<file path="config.mk">
export PLATFORM = sky130hd
export DESIGN_NAME = mms_media_packet_deframer_core
export DESIGN_NICKNAME = d
export VERILOG_FILES = /design/src/hdl/mmsdf_pkg.sv /design/src/hdl/mms_media_packet_deframer_core.sv /design/src/hdl/mmsdf_parser.sv /design/src/hdl/mmsdf_out_reg.sv
export SDC_FILE = /design/constraint.sdc
export NUM_CORES = 1
export LEC_CHECK = 0
export BUFFER_PORTS_ARGS = -buffer_cell sky130_fd_sc_hd__clkbuf_2
export CORE_AREA = 2 2 159 161
export DETAILED_ROUTE_END_ITERATION = 10
export DIE_AREA = 0 0 161 163
export GPL_TIMING_DRIVEN = 0
export PLACE_DENSITY_LB_ADDON = 0.12
export SYNTH_ARGS = -nofsm -noshare
export SYNTH_HDL_FRONTEND = slang
export SYNTH_SLANG_ARGS = --single-unit
</file>
<file path="constraint.sdc">
create_clock -name clock -period 6 [get_ports clock]
set_input_delay 1.2 -clock clock [delete_from_list [all_inputs] [get_ports clock]]
set_output_delay 1.2 -clock clock [all_outputs]
set_load 0.02 [all_outputs]
</file>
<file path="src/hdl/mmsdf_pkg.sv">
`timescale 1ns / 1ps
// ----------------------------------------------------------------------------
// mmsdf_pkg
// Shared types, codes and helpers of the media packet deframer.
// ----------------------------------------------------------------------------
package mmsdf_pkg;

   localparam logic [15:0] MAX_PACKET_LEN_RESET = 16'd4096;

   // pre-header markers
   localparam logic [7:0] MEDIA_MARK = 8'h04;
   localparam logic [7:0] SIG_B4     = 8'hce;
   localparam logic [7:0] SIG_B5     = 8'hfa;
   localparam logic [7:0] SIG_B6     = 8'h0b;
   localparam logic [7:0] SIG_B7     = 8'hb0;
   localparam logic [15:0] PRE_HDR_LEN = 16'd8;

   // command codes
   localparam logic [15:0] CMD_PING   = 16'h001b;
   localparam logic [15:0] CMD_END    = 16'h001e;
   localparam logic [15:0] CMD_IGNORE = 16'h0005;

   localparam logic [31:0] CMD_OFS_LO   = 32'd24;
   localparam logic [31:0] CMD_OFS_HI   = 32'd25;
   localparam logic [31:0] BODY_EXTRA   = 32'd4;

   typedef enum logic [2:0] {
      PH_PRE,
      PH_SKIP,
      PH_PAY,
      PH_LEN,
      PH_BODY
   } phase_type;

   typedef enum logic [1:0] {
      KIND_PAYLOAD = 2'd0,
      KIND_EVENT   = 2'd1,
      KIND_ERROR   = 2'd2
   } kind_type;

   typedef enum logic [1:0] {
      EV_PING    = 2'd0,
      EV_END     = 2'd1,
      EV_IGNORE  = 2'd2,
      EV_UNKNOWN = 2'd3
   } event_type;

   typedef enum logic {
      ERR_SIGNATURE = 1'b0,
      ERR_SHORT_LEN = 1'b1
   } error_type;

   typedef struct packed {
      kind_type   kind;
      logic [7:0] payload_byte;
      event_type  event_code;
      error_type  error_code;
      logic [15:0] pad_count;
      logic       last;
   } result_type;

   function automatic event_type event_of(input logic [15:0] code);
      event_type ev;
      if (code == CMD_PING) begin
         ev = EV_PING;
      end else if (code == CMD_END) begin
         ev = EV_END;
      end else if (code == CMD_IGNORE) begin
         ev = EV_IGNORE;
      end else begin
         ev = EV_UNKNOWN;
      end
      return ev;
   endfunction

endpackage

</file>
<file path="src/hdl/mms_media_packet_deframer_core.sv">
`timescale 1ns / 1ps
// ----------------------------------------------------------------------------
// mms_media_packet_deframer_core
// Byte-serial deframer for a media stream: media payload and command events.
// ----------------------------------------------------------------------------
// Usage:
//   req_*  : one received stream byte per request (tdata[7:0]).
//   rsp_*  : zero or one result per request. tuser carries the kind
//            (payload byte, command event, error), tlast marks the last
//            payload byte of a media packet, whose pad_count is the number
//            of zero bytes that fill the packet up to max_packet_len.
//   csr_*  : writes max_packet_len; write it only while the block is idle.
//   A result is registered: it is on rsp in the cycle after its request is taken.
//   Throughput: one byte per cycle; the frame state and the result register
//   are the only stored stages, so a byte enters on every cycle in which
//   the result register is empty or being drained.
//   When the receiver stalls, the held result stays on rsp and req_tready
//   drops until it is taken.
//   Reset (synchronous): parser returns to the pre-header, the result
//   register empties, max_packet_len returns to 4096.
// ----------------------------------------------------------------------------
module mms_media_packet_deframer_core
   import mmsdf_pkg::*;
(
   input  logic        clock,
   input  logic        reset,
   // request
   input  logic        req_tvalid,
   output logic        req_tready,
   input  logic [7:0]  req_tdata,    // [7:0] rx_byte
   // response
   output logic        rsp_tvalid,
   input  logic        rsp_tready,
   output logic [31:0] rsp_tdata,    // [7:0] payload_byte, [9:8] event_code,
                                     // [10] error_code, [26:11] pad_count
   output logic [1:0]  rsp_tuser,    // [1:0] kind
   output logic        rsp_tlast,    // last payload byte
   // configuration
   input  logic        csr_valid,
   output logic        csr_ready,
   input  logic [15:0] csr_wdata     // max_packet_len
);

   logic [15:0] max_packet_len_ff;
   logic        slot_free;
   logic        in_accept;
   logic        res_valid;
   result_type  res;

   assign csr_ready  = 1'b1;
   assign req_tready = slot_free;
   assign in_accept  = req_tvalid && slot_free;

   always_ff @(posedge clock) begin
      if (reset) begin
         max_packet_len_ff <= MAX_PACKET_LEN_RESET;
      end else if (csr_valid && csr_ready) begin
         max_packet_len_ff <= csr_wdata;
      end
   end

   mmsdf_parser u_parser (
      .clock          (clock),
      .reset          (reset),
      .in_accept      (in_accept),
      .in_byte        (req_tdata),
      .max_packet_len (max_packet_len_ff),
      .res_valid      (res_valid),
      .res            (res)
   );

   mmsdf_out_reg u_out_reg (
      .clock      (clock),
      .reset      (reset),
      .load       (in_accept),
      .res_valid  (res_valid),
      .res        (res),
      .slot_free  (slot_free),
      .rsp_tvalid (rsp_tvalid),
      .rsp_tready (rsp_tready),
      .rsp_tdata  (rsp_tdata),
      .rsp_tuser  (rsp_tuser),
      .rsp_tlast  (rsp_tlast)
   );

endmodule

</file>
<file path="src/hdl/mmsdf_parser.sv">
`timescale 1ns / 1ps
// ----------------------------------------------------------------------------
// mmsdf_parser
// Frame state machine: takes one byte per accepted request and forms the
// result that byte causes, if any.
// ----------------------------------------------------------------------------
module mmsdf_parser
   import mmsdf_pkg::*;
(
   input  logic        clock,
   input  logic        reset,
   input  logic        in_accept,
   input  logic [7:0]  in_byte,
   input  logic [15:0] max_packet_len,
   output logic        res_valid,
   output result_type  res
);

   phase_type   phase_ff, phase_in;
   logic [31:0] count_ff, count_in;
   logic [7:0]  b4_ff, b4_in;
   logic [7:0]  b5_ff, b5_in;
   logic [7:0]  b6_ff, b6_in;
   logic [31:0] body_len_ff, body_len_in;
   logic [15:0] skip_ff, skip_in;
   logic [15:0] cmd_ff, cmd_in;

   logic [31:0] count_inc;
   logic [15:0] raw_len;
   logic [15:0] media_len;
   logic [15:0] skip_dec;
   logic [31:0] len_full;

   assign count_inc = count_ff + 32'd1;
   assign raw_len   = {in_byte, b6_ff};
   assign media_len = raw_len - PRE_HDR_LEN;
   assign skip_dec  = skip_ff - 16'd1;
   assign len_full  = {in_byte, body_len_ff[23:0]} + BODY_EXTRA;

   always_comb begin
      phase_in    = phase_ff;
      count_in    = count_ff;
      b4_in       = b4_ff;
      b5_in       = b5_ff;
      b6_in       = b6_ff;
      body_len_in = body_len_ff;
      skip_in     = skip_ff;
      cmd_in      = cmd_ff;
      res_valid   = 1'b0;
      res         = '0;

      case (phase_ff)
         PH_PRE: begin
            count_in = count_inc;
            case (count_ff[2:0])
               3'd4: b4_in = in_byte;
               3'd5: b5_in = in_byte;
               3'd6: b6_in = in_byte;
               default: ;
            endcase
            if (count_ff[2:0] == 3'd7) begin
               count_in = '0;
               if (b4_ff == MEDIA_MARK) begin
                  if (raw_len < PRE_HDR_LEN) begin
                     res_valid      = 1'b1;
                     res.kind       = KIND_ERROR;
                     res.error_code = ERR_SHORT_LEN;
                     phase_in       = PH_PRE;
                  end else if (media_len > max_packet_len) begin
                     // leading excess is dropped
                     skip_in     = media_len - max_packet_len;
                     body_len_in = {16'd0, max_packet_len};
                     phase_in    = PH_SKIP;
                  end else begin
                     skip_in     = '0;
                     body_len_in = {16'd0, media_len};
                     phase_in    = (media_len != 16'd0) ? PH_PAY : PH_PRE;
                  end
               end else if (in_byte != SIG_B7 || b6_ff != SIG_B6 ||
                            b5_ff != SIG_B5 || b4_ff != SIG_B4) begin
                  res_valid      = 1'b1;
                  res.kind       = KIND_ERROR;
                  res.error_code = ERR_SIGNATURE;
                  phase_in       = PH_PRE;
               end else begin
                  body_len_in = '0;
                  phase_in    = PH_LEN;
               end
            end
         end
         PH_SKIP: begin
            skip_in = skip_dec;
            if (skip_dec == 16'd0) begin
               count_in = '0;
               phase_in = (body_len_ff != 32'd0) ? PH_PAY : PH_PRE;
            end
         end
         PH_PAY: begin
            count_in         = count_inc;
            res_valid        = 1'b1;
            res.kind         = KIND_PAYLOAD;
            res.payload_byte = in_byte;
            if (count_inc >= body_len_ff) begin
               res.last      = 1'b1;
               res.pad_count = (max_packet_len > body_len_ff[15:0]) ?
                               (max_packet_len - body_len_ff[15:0]) : 16'd0;
               count_in      = '0;
               phase_in      = PH_PRE;
            end
         end
         PH_LEN: begin
            count_in = count_inc;
            case (count_ff[1:0])
               2'd0: body_len_in[7:0]   = in_byte;
               2'd1: body_len_in[15:8]  = in_byte;
               2'd2: body_len_in[23:16] = in_byte;
               default: begin
                  body_len_in = len_full;
                  count_in    = '0;
                  cmd_in      = '0;
                  if (len_full == 32'd0) begin
                     // empty body: code reads as zero
                     res_valid      = 1'b1;
                     res.kind       = KIND_EVENT;
                     res.event_code = event_of(16'd0);
                     phase_in       = PH_PRE;
                  end else begin
                     phase_in = PH_BODY;
                  end
               end
            endcase
         end
         PH_BODY: begin
            count_in = count_inc;
            if (count_ff == CMD_OFS_LO) begin
               cmd_in[7:0] = in_byte;
            end else if (count_ff == CMD_OFS_HI) begin
               cmd_in[15:8] = in_byte;
            end
            if (count_inc == body_len_ff) begin
               res_valid      = 1'b1;
               res.kind       = KIND_EVENT;
               res.event_code = event_of(cmd_in);
               count_in       = '0;
               phase_in       = PH_PRE;
            end
         end
         default: begin
            count_in = '0;
            phase_in = PH_PRE;
         end
      endcase
   end

   always_ff @(posedge clock) begin
      if (reset) begin
         phase_ff    <= PH_PRE;
         count_ff    <= '0;
         body_len_ff <= '0;
         skip_ff     <= '0;
         cmd_ff      <= '0;
      end else if (in_accept) begin
         phase_ff    <= phase_in;
         count_ff    <= count_in;
         body_len_ff <= body_len_in;
         skip_ff     <= skip_in;
         cmd_ff      <= cmd_in;
      end
   end

   always_ff @(posedge clock) begin
      if (in_accept) begin
         b4_ff <= b4_in;
         b5_ff <= b5_in;
         b6_ff <= b6_in;
      end
   end

`ifndef SYNTH
   a_pre_count: assert property (@(posedge clock) disable iff (reset)
      phase_ff == PH_PRE |-> count_ff < 32'd8)
      else $error("pre-header count out of range");

   a_len_count: assert property (@(posedge clock) disable iff (reset)
      phase_ff == PH_LEN |-> count_ff < 32'd4)
      else $error("length field count out of range");

   a_pay_len: assert property (@(posedge clock) disable iff (reset)
      phase_ff == PH_PAY |-> (body_len_ff != 32'd0 && body_len_ff[31:16] == 16'd0))
      else $error("payload length invalid");

   a_skip_nonzero: assert property (@(posedge clock) disable iff (reset)
      phase_ff == PH_SKIP |-> skip_ff != 16'd0)
      else $error("skip phase with nothing to skip");
`endif

endmodule

</file>
<file path="src/hdl/mmsdf_out_reg.sv">
`timescale 1ns / 1ps
// ----------------------------------------------------------------------------
// mmsdf_out_reg
// Result register and response channel packing.
// ----------------------------------------------------------------------------
module mmsdf_out_reg
   import mmsdf_pkg::*;
(
   input  logic        clock,
   input  logic        reset,
   input  logic        load,
   input  logic        res_valid,
   input  result_type  res,
   output logic        slot_free,
   output logic        rsp_tvalid,
   input  logic        rsp_tready,
   output logic [31:0] rsp_tdata,
   output logic [1:0]  rsp_tuser,
   output logic        rsp_tlast
);

   logic       valid_ff;
   result_type res_ff;

   // free when empty or the held result leaves this cycle
   assign slot_free = !valid_ff || rsp_tready;

   always_ff @(posedge clock) begin
      if (reset) begin
         valid_ff <= 1'b0;
      end else if (load) begin
         valid_ff <= res_valid;
      end else if (rsp_tready) begin
         valid_ff <= 1'b0;
      end
   end

   always_ff @(posedge clock) begin
      if (load && res_valid) begin
         res_ff <= res;
      end
   end

   assign rsp_tvalid = valid_ff;
   assign rsp_tdata  = {5'd0, res_ff.pad_count, res_ff.error_code,
                        res_ff.event_code, res_ff.payload_byte};
   assign rsp_tuser  = res_ff.kind;
   assign rsp_tlast  = res_ff.last;

`ifndef SYNTH
   a_last_is_payload: assert property (@(posedge clock) disable iff (reset)
      (valid_ff && res_ff.last) |-> res_ff.kind == KIND_PAYLOAD)
      else $error("last flag on a non-payload result");

   a_pad_only_last: assert property (@(posedge clock) disable iff (reset)
      (valid_ff && !res_ff.last) |-> res_ff.pad_count == 16'd0)
      else $error("pad count on a non-last result");
`endif

endmodule

</file>
==> metrics, run 1 <==
hold_buf cts 0; Hold WS 0.506 ns; vias in the first global route approximately 11k; drt drc 0; power density cells 203 mW/mm^2; port bufs 58; ANT cells 0; Root Buffer clkbuf_16; CTS tree done; WS Path Type flip-flop to flip-flop; Tightest Pin Transition approximately 1.1 ns; Post-Syn Instances 1481; Rows 58; Synth area leaders dfxtp_1, edfxtp_1, ha_1, nor2_1, xnor2_1; final core utilization 0.544; Initial Utilization 0.489; core area approximately 0.025 sq mm; Slew headroom 0.235; Area Growth Syn to Fin 11.3%; Die Y 163 microns; post-synthesis cell type count 80; flops & latches, synth 170; clock buffer depth 2; Leak 5.11 nW; Critical Path End Type flip-flop; iteration-0 DRC count of the detailed router 1125; Num CTS Buffers 17; Tcrit/Tclk final 0.924; Hold Fails Final Rpt 0; worst skew pair latency 0.45 ns; peak supply drop about 0.14 mV; H-tree levels 4; WL final between 30 and 40 mm; GR Util All Layers 0.300; sequential share of the synthesized area 0.327; post-layout min period 5.54 ns; largest net degree at the start of global routing 18; Multi-input gate area around 0.0075 sq mm; Peak Freq 0.180 GHz; first-pass GRT wire length ~61 mm; number of vias per cell roughly 6.1; Final Max Tran Viols 0; worst hold-check path type flip-flop to flip-flop; mapped cell area about 0.012 sq mm; setup violators final 0; Final Power between 0.002 and 0.003 W; Wirelength per Cell 20.8 microns; Yosys top cell by area dfxtp_1; Post-synth EDFFs 54; Max FO, Critical Path 10; RSZ-0062 raised after global routing false; via count 11.7k; Worst-path clk slew 0.08 ns; initial antenna violation count 0; post-CTS setup buffers 0; Final Skew 0.0154 ns; grt total ovfl 0; NumNets Final 1670; Final ANT Viol Nets 0; fillers roughly 2.4k; max capacitance violation total 0; asr flop ratio synth 0; Reg2Reg Setup Slack 0.46 ns; Die W 161 microns; total iterations of the first detailed-routing run 5; Most used DFF post-synth dfxtp_1; I/O Pins 67; yosys warns 0; gpl congestion 1.02; Worst Path Arrival 5.88 ns; status finished, final reports clean; DP HPWL 29.9 mm; CTS sink count 170; synthesized area per cell between 8 and 9 sq um; Die Area 0.0262 sq mm; Synth top area share 0.193; critical path required time around 6.3 ns; register area 0.00394 sq mm; critical path startpoint category flip-flop; share of cells above drive strength 1 0.0907
[report_power, final]
group | leakage, nW | internal (W) | total [W] | switching [W]
clock | 0.285 | 0.000628 | 0.00117 | 0.000540
sequential | 1.41 | 0.00119 | 0.00120 | 0.0000133
combinational | 3.42 | 0.000126 | 0.000351 | 0.000226
total | 5.11 | 0.00194 | 0.00272 | 0.000779
[metal layers]
metal  track usage  wire [microns]  up-vias
met5             0               0        -
met4         0.108            1360        0
met3        0.0435            2890       85
met2         0.488           18000      499
met1         0.407           17400     5545
li1              -               -     5538
[repair_timing]
action	CTS	global route
resized for setup	0	3
endpoints found under the setup margin	0	2
endpoints found under the hold margin	0	0
[state kept, by name, summed over array words and instances, names as in the netlist]
name	flops
u_out_reg.rsp_tdata	27
u_out_reg.rsp_tuser	2
u_out_reg.rsp_tlast	1
u_parser.phase_ff	3
u_parser.count_ff	32
u_parser.b5_ff	8
u_parser.b6_ff	8
max_packet_len_ff	16
u_parser.body_len_ff	32
u_parser.b4_ff	8
u_out_reg.rsp_tvalid	1
u_parser.cmd_ff	16
u_parser.skip_ff	16
[kinds of logic (layout without fill, tap and decap cells)]
family / Yosys count / count (layout) / synth area share
compound gates: 342 / 342 / 0.187
xor+xnor: 96 / 96 / 0.0697
other cells: 2 / 6 / 0.000623
mux: 30 / 30 / 0.0250
buf+inv: 165 / 256 / 0.0575
fa+ha+maj: 78 / 78 / 0.0822
flops: 170 / 170 / 0.327
simple gates: 598 / 598 / 0.251
[synth_stat cells, types with 19 or more instances]
library cell	number
nor2_1	168
nand2_1	118
dfxtp_1	116
a21oi_1	99
inv_1	80
ha_1	76
xnor2_1	66
o21ai_0	61
nor3_1	58
clkbuf_1	54
edfxtp_1	54
nand3_1	47
nand4_1	38
nor4_1	32
xor2_1	30
a22oi_1	29
mux2i_1	29
a211oi_1	24
and3_1	20
and2_1	19
[cell usage in the layout, fill, tap and decap left out, types with 29 or more instances in the layout]
master	synthesis	layout
a21oi_1	99	99
a22oi_1	29	29
clkbuf_1	54	55
clkbuf_2	0	59
dfxtp_1	116	116
edfxtp_1	54	54
ha_1	76	76
inv_1	80	80
mux2i_1	29	29
nand2_1	118	118
nand3_1	47	47
nand4_1	38	38
nor2_1	168	168
nor3_1	58	58
nor4_1	32	32
o21ai_0	61	61
xnor2_1	66	66
xor2_1	30	30
[worst max-delay path: stages (launching register included)]
cell and delay [ns]:
dfxtp_1 0.44, ha_1 0.28, clkbuf_1 0.43, nand4_1 0.27, nor2_1 0.24, nand3_1 0.26
nor2_1 0.21, xor2_1 0.11, ha_1 0.33, nand4_1 0.16, nor4b_1 0.75, nand4_1 0.23
and3_1 0.28, a21oi_1 0.56, a211oi_4 0.21, clkbuf_2 0.28, a221o_1 0.38
[cell type report]
type	instances	area share
Inverter	80	0.0224
Clock buffer	19	0.0322
Buffer	85	0.0294
Tap cell	330	0.0308
Sequential cell	170	0.294
Timing Repair Buffer	59	0.0237
Multi-Input combinational cell	1150	0.556
Clock inverter	13	0.0121
[metrics by stage]
stage	cells	worst slack, ns	setup TNS (ns)	cell area [sq um]
after floorplan	1485	1.02	0	12100
after global placement	1873	-1.16	-34.48	12800
after detailed placement	1874	0.308	0	12800
after CTS	1906	0.430	0	13400
after global routing	1906	0.0747	0	13400
final	1906	0.459	0	13400
[final timing paths]
check / startpoint / to / cells after the start
setup / recovery: u_parser.count_ff[0]$_SDFFE_PP0P_ / u_parser.count_ff[30]$_SDFFE_PP0P_ / 16
hold reg to reg: u_parser.cmd_ff[6]$_SDFFE_PP0P_ / u_parser.cmd_ff[6]$_SDFFE_PP0P_ / 2
setup reg to reg: u_parser.count_ff[0]$_SDFFE_PP0P_ / u_parser.count_ff[30]$_SDFFE_PP0P_ / 16
hold / removal: u_parser.cmd_ff[6]$_SDFFE_PP0P_ / u_parser.cmd_ff[6]$_SDFFE_PP0P_ / 2
Note: power is estimated with default switching activity, not from simulation.
==> run 2, diff against run 1 <==
Settings changed: PLACE_DENSITY from default to 0.67, PLACE_DENSITY_LB_ADDON 0.12 to default.
==> run 2 against run 1 <==
Total power fell by 1.3%. Combinational power barely moved. Sequential cell count did not move. Largest cell class unchanged. Sequential power barely moved. Register-to-register slack barely moved. Critical endpoint unchanged. Die area did not move. Global-route usage fell by 0.13 points. Worst setup slack improved by 0.0060 ns. Via count barely moved.
==> metrics, run 2 (synthesis results as in run 1) <==
Crit path largest cell delay 0.54 ns (was 0.75 ns); Multi-input gate area 0.00746 sq mm (about the same); ANT cells 0 (unchanged); Hold WS 0.512 ns (was 0.506 ns); cells along the critical path ha_1 > clkbuf_1 > nand4_1 > nor2_1 > nand3_1 > nor2_1 > nor2b_1 > or2_2 > ha_1 > nand4_1 > nor3_1 > nand4_1 > and3_1 > a21oi_1 > a211oi_4 > clkbuf_2 > a221o_1 (was ha_1 > clkbuf_1 > nand4_1 > nor2_1 > nand3_1 > nor2_1 > xor2_1 > ha_1 > nand4_1 > nor4b_1 > nand4_1 > and3_1 > a21oi_1 > a211oi_4 > clkbuf_2 > a221o_1); largest net degree at the start of global routing 18 (unchanged); Die Area 0.0262 sq mm (unchanged); worst hold-check path type flip-flop to flip-flop (unchanged); Die W 161 microns (unchanged); WS Path Type flip-flop to flip-flop (unchanged); worst setup margin 0.465 ns (was 0.459 ns); hold_buf cts 0 (unchanged); initial antenna violation count 0 (unchanged); Finished Layout Cells 1906 (unchanged); peak supply drop 0.131 mV (was 0.138 mV); Final Skew 0.0149 ns (was 0.0154 ns); Critical Path End Type flip-flop (unchanged); slowest stage cell, crit path a21oi_1 (was nor4b_1); Final ANT Viol Nets 0 (unchanged); power density cells 200 mW/mm^2 (was 203 mW/mm^2); via count 11.7k (about the same); post-CTS setup buffers 0 (unchanged); status finished, final reports clean (unchanged); share of cells above drive strength 1 0.0914 (was 0.0907); Post-CTS Resized 0 (unchanged); Num CTS Buffers 17 (unchanged); CTS sink count 170 (unchanged); WL final 39.1 mm (was 39.6 mm); Slew headroom 0.218 (was 0.235); register area 0.00394 sq mm (unchanged); NumNets Final 1670 (unchanged); iteration-0 DRC count of the detailed router 1053 (was 1125); Hold Fails Final Rpt 0 (unchanged); post-layout min period 5.54 ns (about the same); gpl congestion 0.968 (was 1.02); Wirelength per Cell 20.5 microns (was 20.8 microns); drt drc 0 (unchanged); cell mode on critical path nand4_1 (unchanged); port bufs 58 (unchanged); first-pass GRT wire length 60.9 mm (was 61.0 mm); I/O Pins 67 (unchanged); DP HPWL 29.9 mm (about the same); setup violators final 0 (unchanged); RSZ-0062 raised after global routing false (unchanged); critical path required time 6.33 ns (about the same); most frequent cells in the layout nor2_1, nand2_1, dfxtp_1, a21oi_1, inv_1 (unchanged); vias in the first global route 10.9k (was 10.7k); Rows 58 (unchanged); CTS tree done (unchanged); total iterations of the first detailed-routing run 5 (unchanged); Area Growth Syn to Fin 11.3% (about the same); max capacitance violation total 0 (unchanged); number of vias per cell 6.12 (about the same); Tcrit/Tclk final 0.923 (was 0.924); worst skew pair latency 0.44 ns (was 0.45 ns); Max FO, Critical Path 10 (unchanged); clock buffer depth 2 (unchanged); core area 0.0247 sq mm (unchanged); Root Buffer clkbuf_16 (unchanged); Final Max Tran Viols 0 (unchanged); GR Util All Layers 0.298 (was 0.300); most common cell after layout, fill and taps aside nor2_1 (unchanged); Die Y 163 microns (unchanged); pre-CTS setup slack 0.222 ns (was 0.308 ns); Leak 5.12 nW (was 5.11 nW); dpl cells 1874 (unchanged); Initial Utilization 0.489 (unchanged); Tightest Pin Transition 1.16 ns (was 1.14 ns); critical path startpoint category flip-flop (unchanged); Worst-path clk slew 0.07 ns (was 0.08 ns); H-tree levels 4 (unchanged); grt total ovfl 0 (unchanged); Peak Freq 0.181 GHz (was 0.180 GHz); fillers 2390 (was 2405); Worst Path Arrival 5.87 ns (was 5.88 ns)
run 2: worst paths after layout:
check / start / end / slack [ns] / depth (start not counted)
worst max-delay path: u_parser.count_ff[0]$_SDFFE_PP0P_ / u_parser.count_ff[30]$_SDFFE_PP0P_ / 0.46 / 17
worst min-delay path: u_parser.cmd_ff[6]$_SDFFE_PP0P_ / u_parser.cmd_ff[6]$_SDFFE_PP0P_ / 0.51 / 2
worst max register to register: u_parser.count_ff[0]$_SDFFE_PP0P_ / u_parser.count_ff[30]$_SDFFE_PP0P_ / 0.46 / 17
worst min register to register: u_parser.cmd_ff[6]$_SDFFE_PP0P_ / u_parser.cmd_ff[6]$_SDFFE_PP0P_ / 0.51 / 2
run 2: critical path, delay by kind of cell, from the launching register on:
family / cells / cell delay [ns]
AND/OR/NAND/NOR: 10 / 2.59
AO/OA/AOI/OAI: 3 / 1.14
buffers and inverters: 2 / 0.70
adder cells (fa/ha/maj): 2 / 0.53
flip-flops: 1 / 0.46
run 2: cell type report:
class / instances / share of cell area
well taps: 330 / 0.0308
clock inverters: 12 / 0.00839
flip-flops and latches: 170 / 0.294
repair buffers: 59 / 0.0237
multi-input cells: 1150 / 0.556
inverters: 80 / 0.0224
clock buffers: 20 / 0.0356
plain buffers: 85 / 0.0294
run 2: power breakdown:
| part | switching, W | internal, W | total, W | leakage [nW] |
|---|---|---|---|---|
| clock | 0.000513 | 0.000623 | 0.00114 | 0.295 |
| sequential | 0.0000124 | 0.00119 | 0.00120 | 1.41 |
| combinational | 0.000223 | 0.000125 | 0.000348 | 3.42 |
| total | 0.000748 | 0.00194 | 0.00268 | 5.12 |
run 2: metal layers:
metal	wire length, microns	vias up	track usage	share of wire
li1	-	5554	-	-
met3	2950	86	0.0502	0.075
met4	1530	0	0.124	0.039
met1	16800	5527	0.392	0.43
met5	0	-	0	0
met2	17800	491	0.488	0.46
run 2: through the flow:
step	TNS [ns]	power [W]	util	cell area (sq um)
floorplan	0	0.00146	-	12100
global placement	-32.95	0.00156	0.518	12800
detailed placement	0	0.00157	0.520	12800
CTS	0	0.00269	0.544	13400
global route	0	0.00277	0.544	13400
finish	0	0.00268	0.544	13400
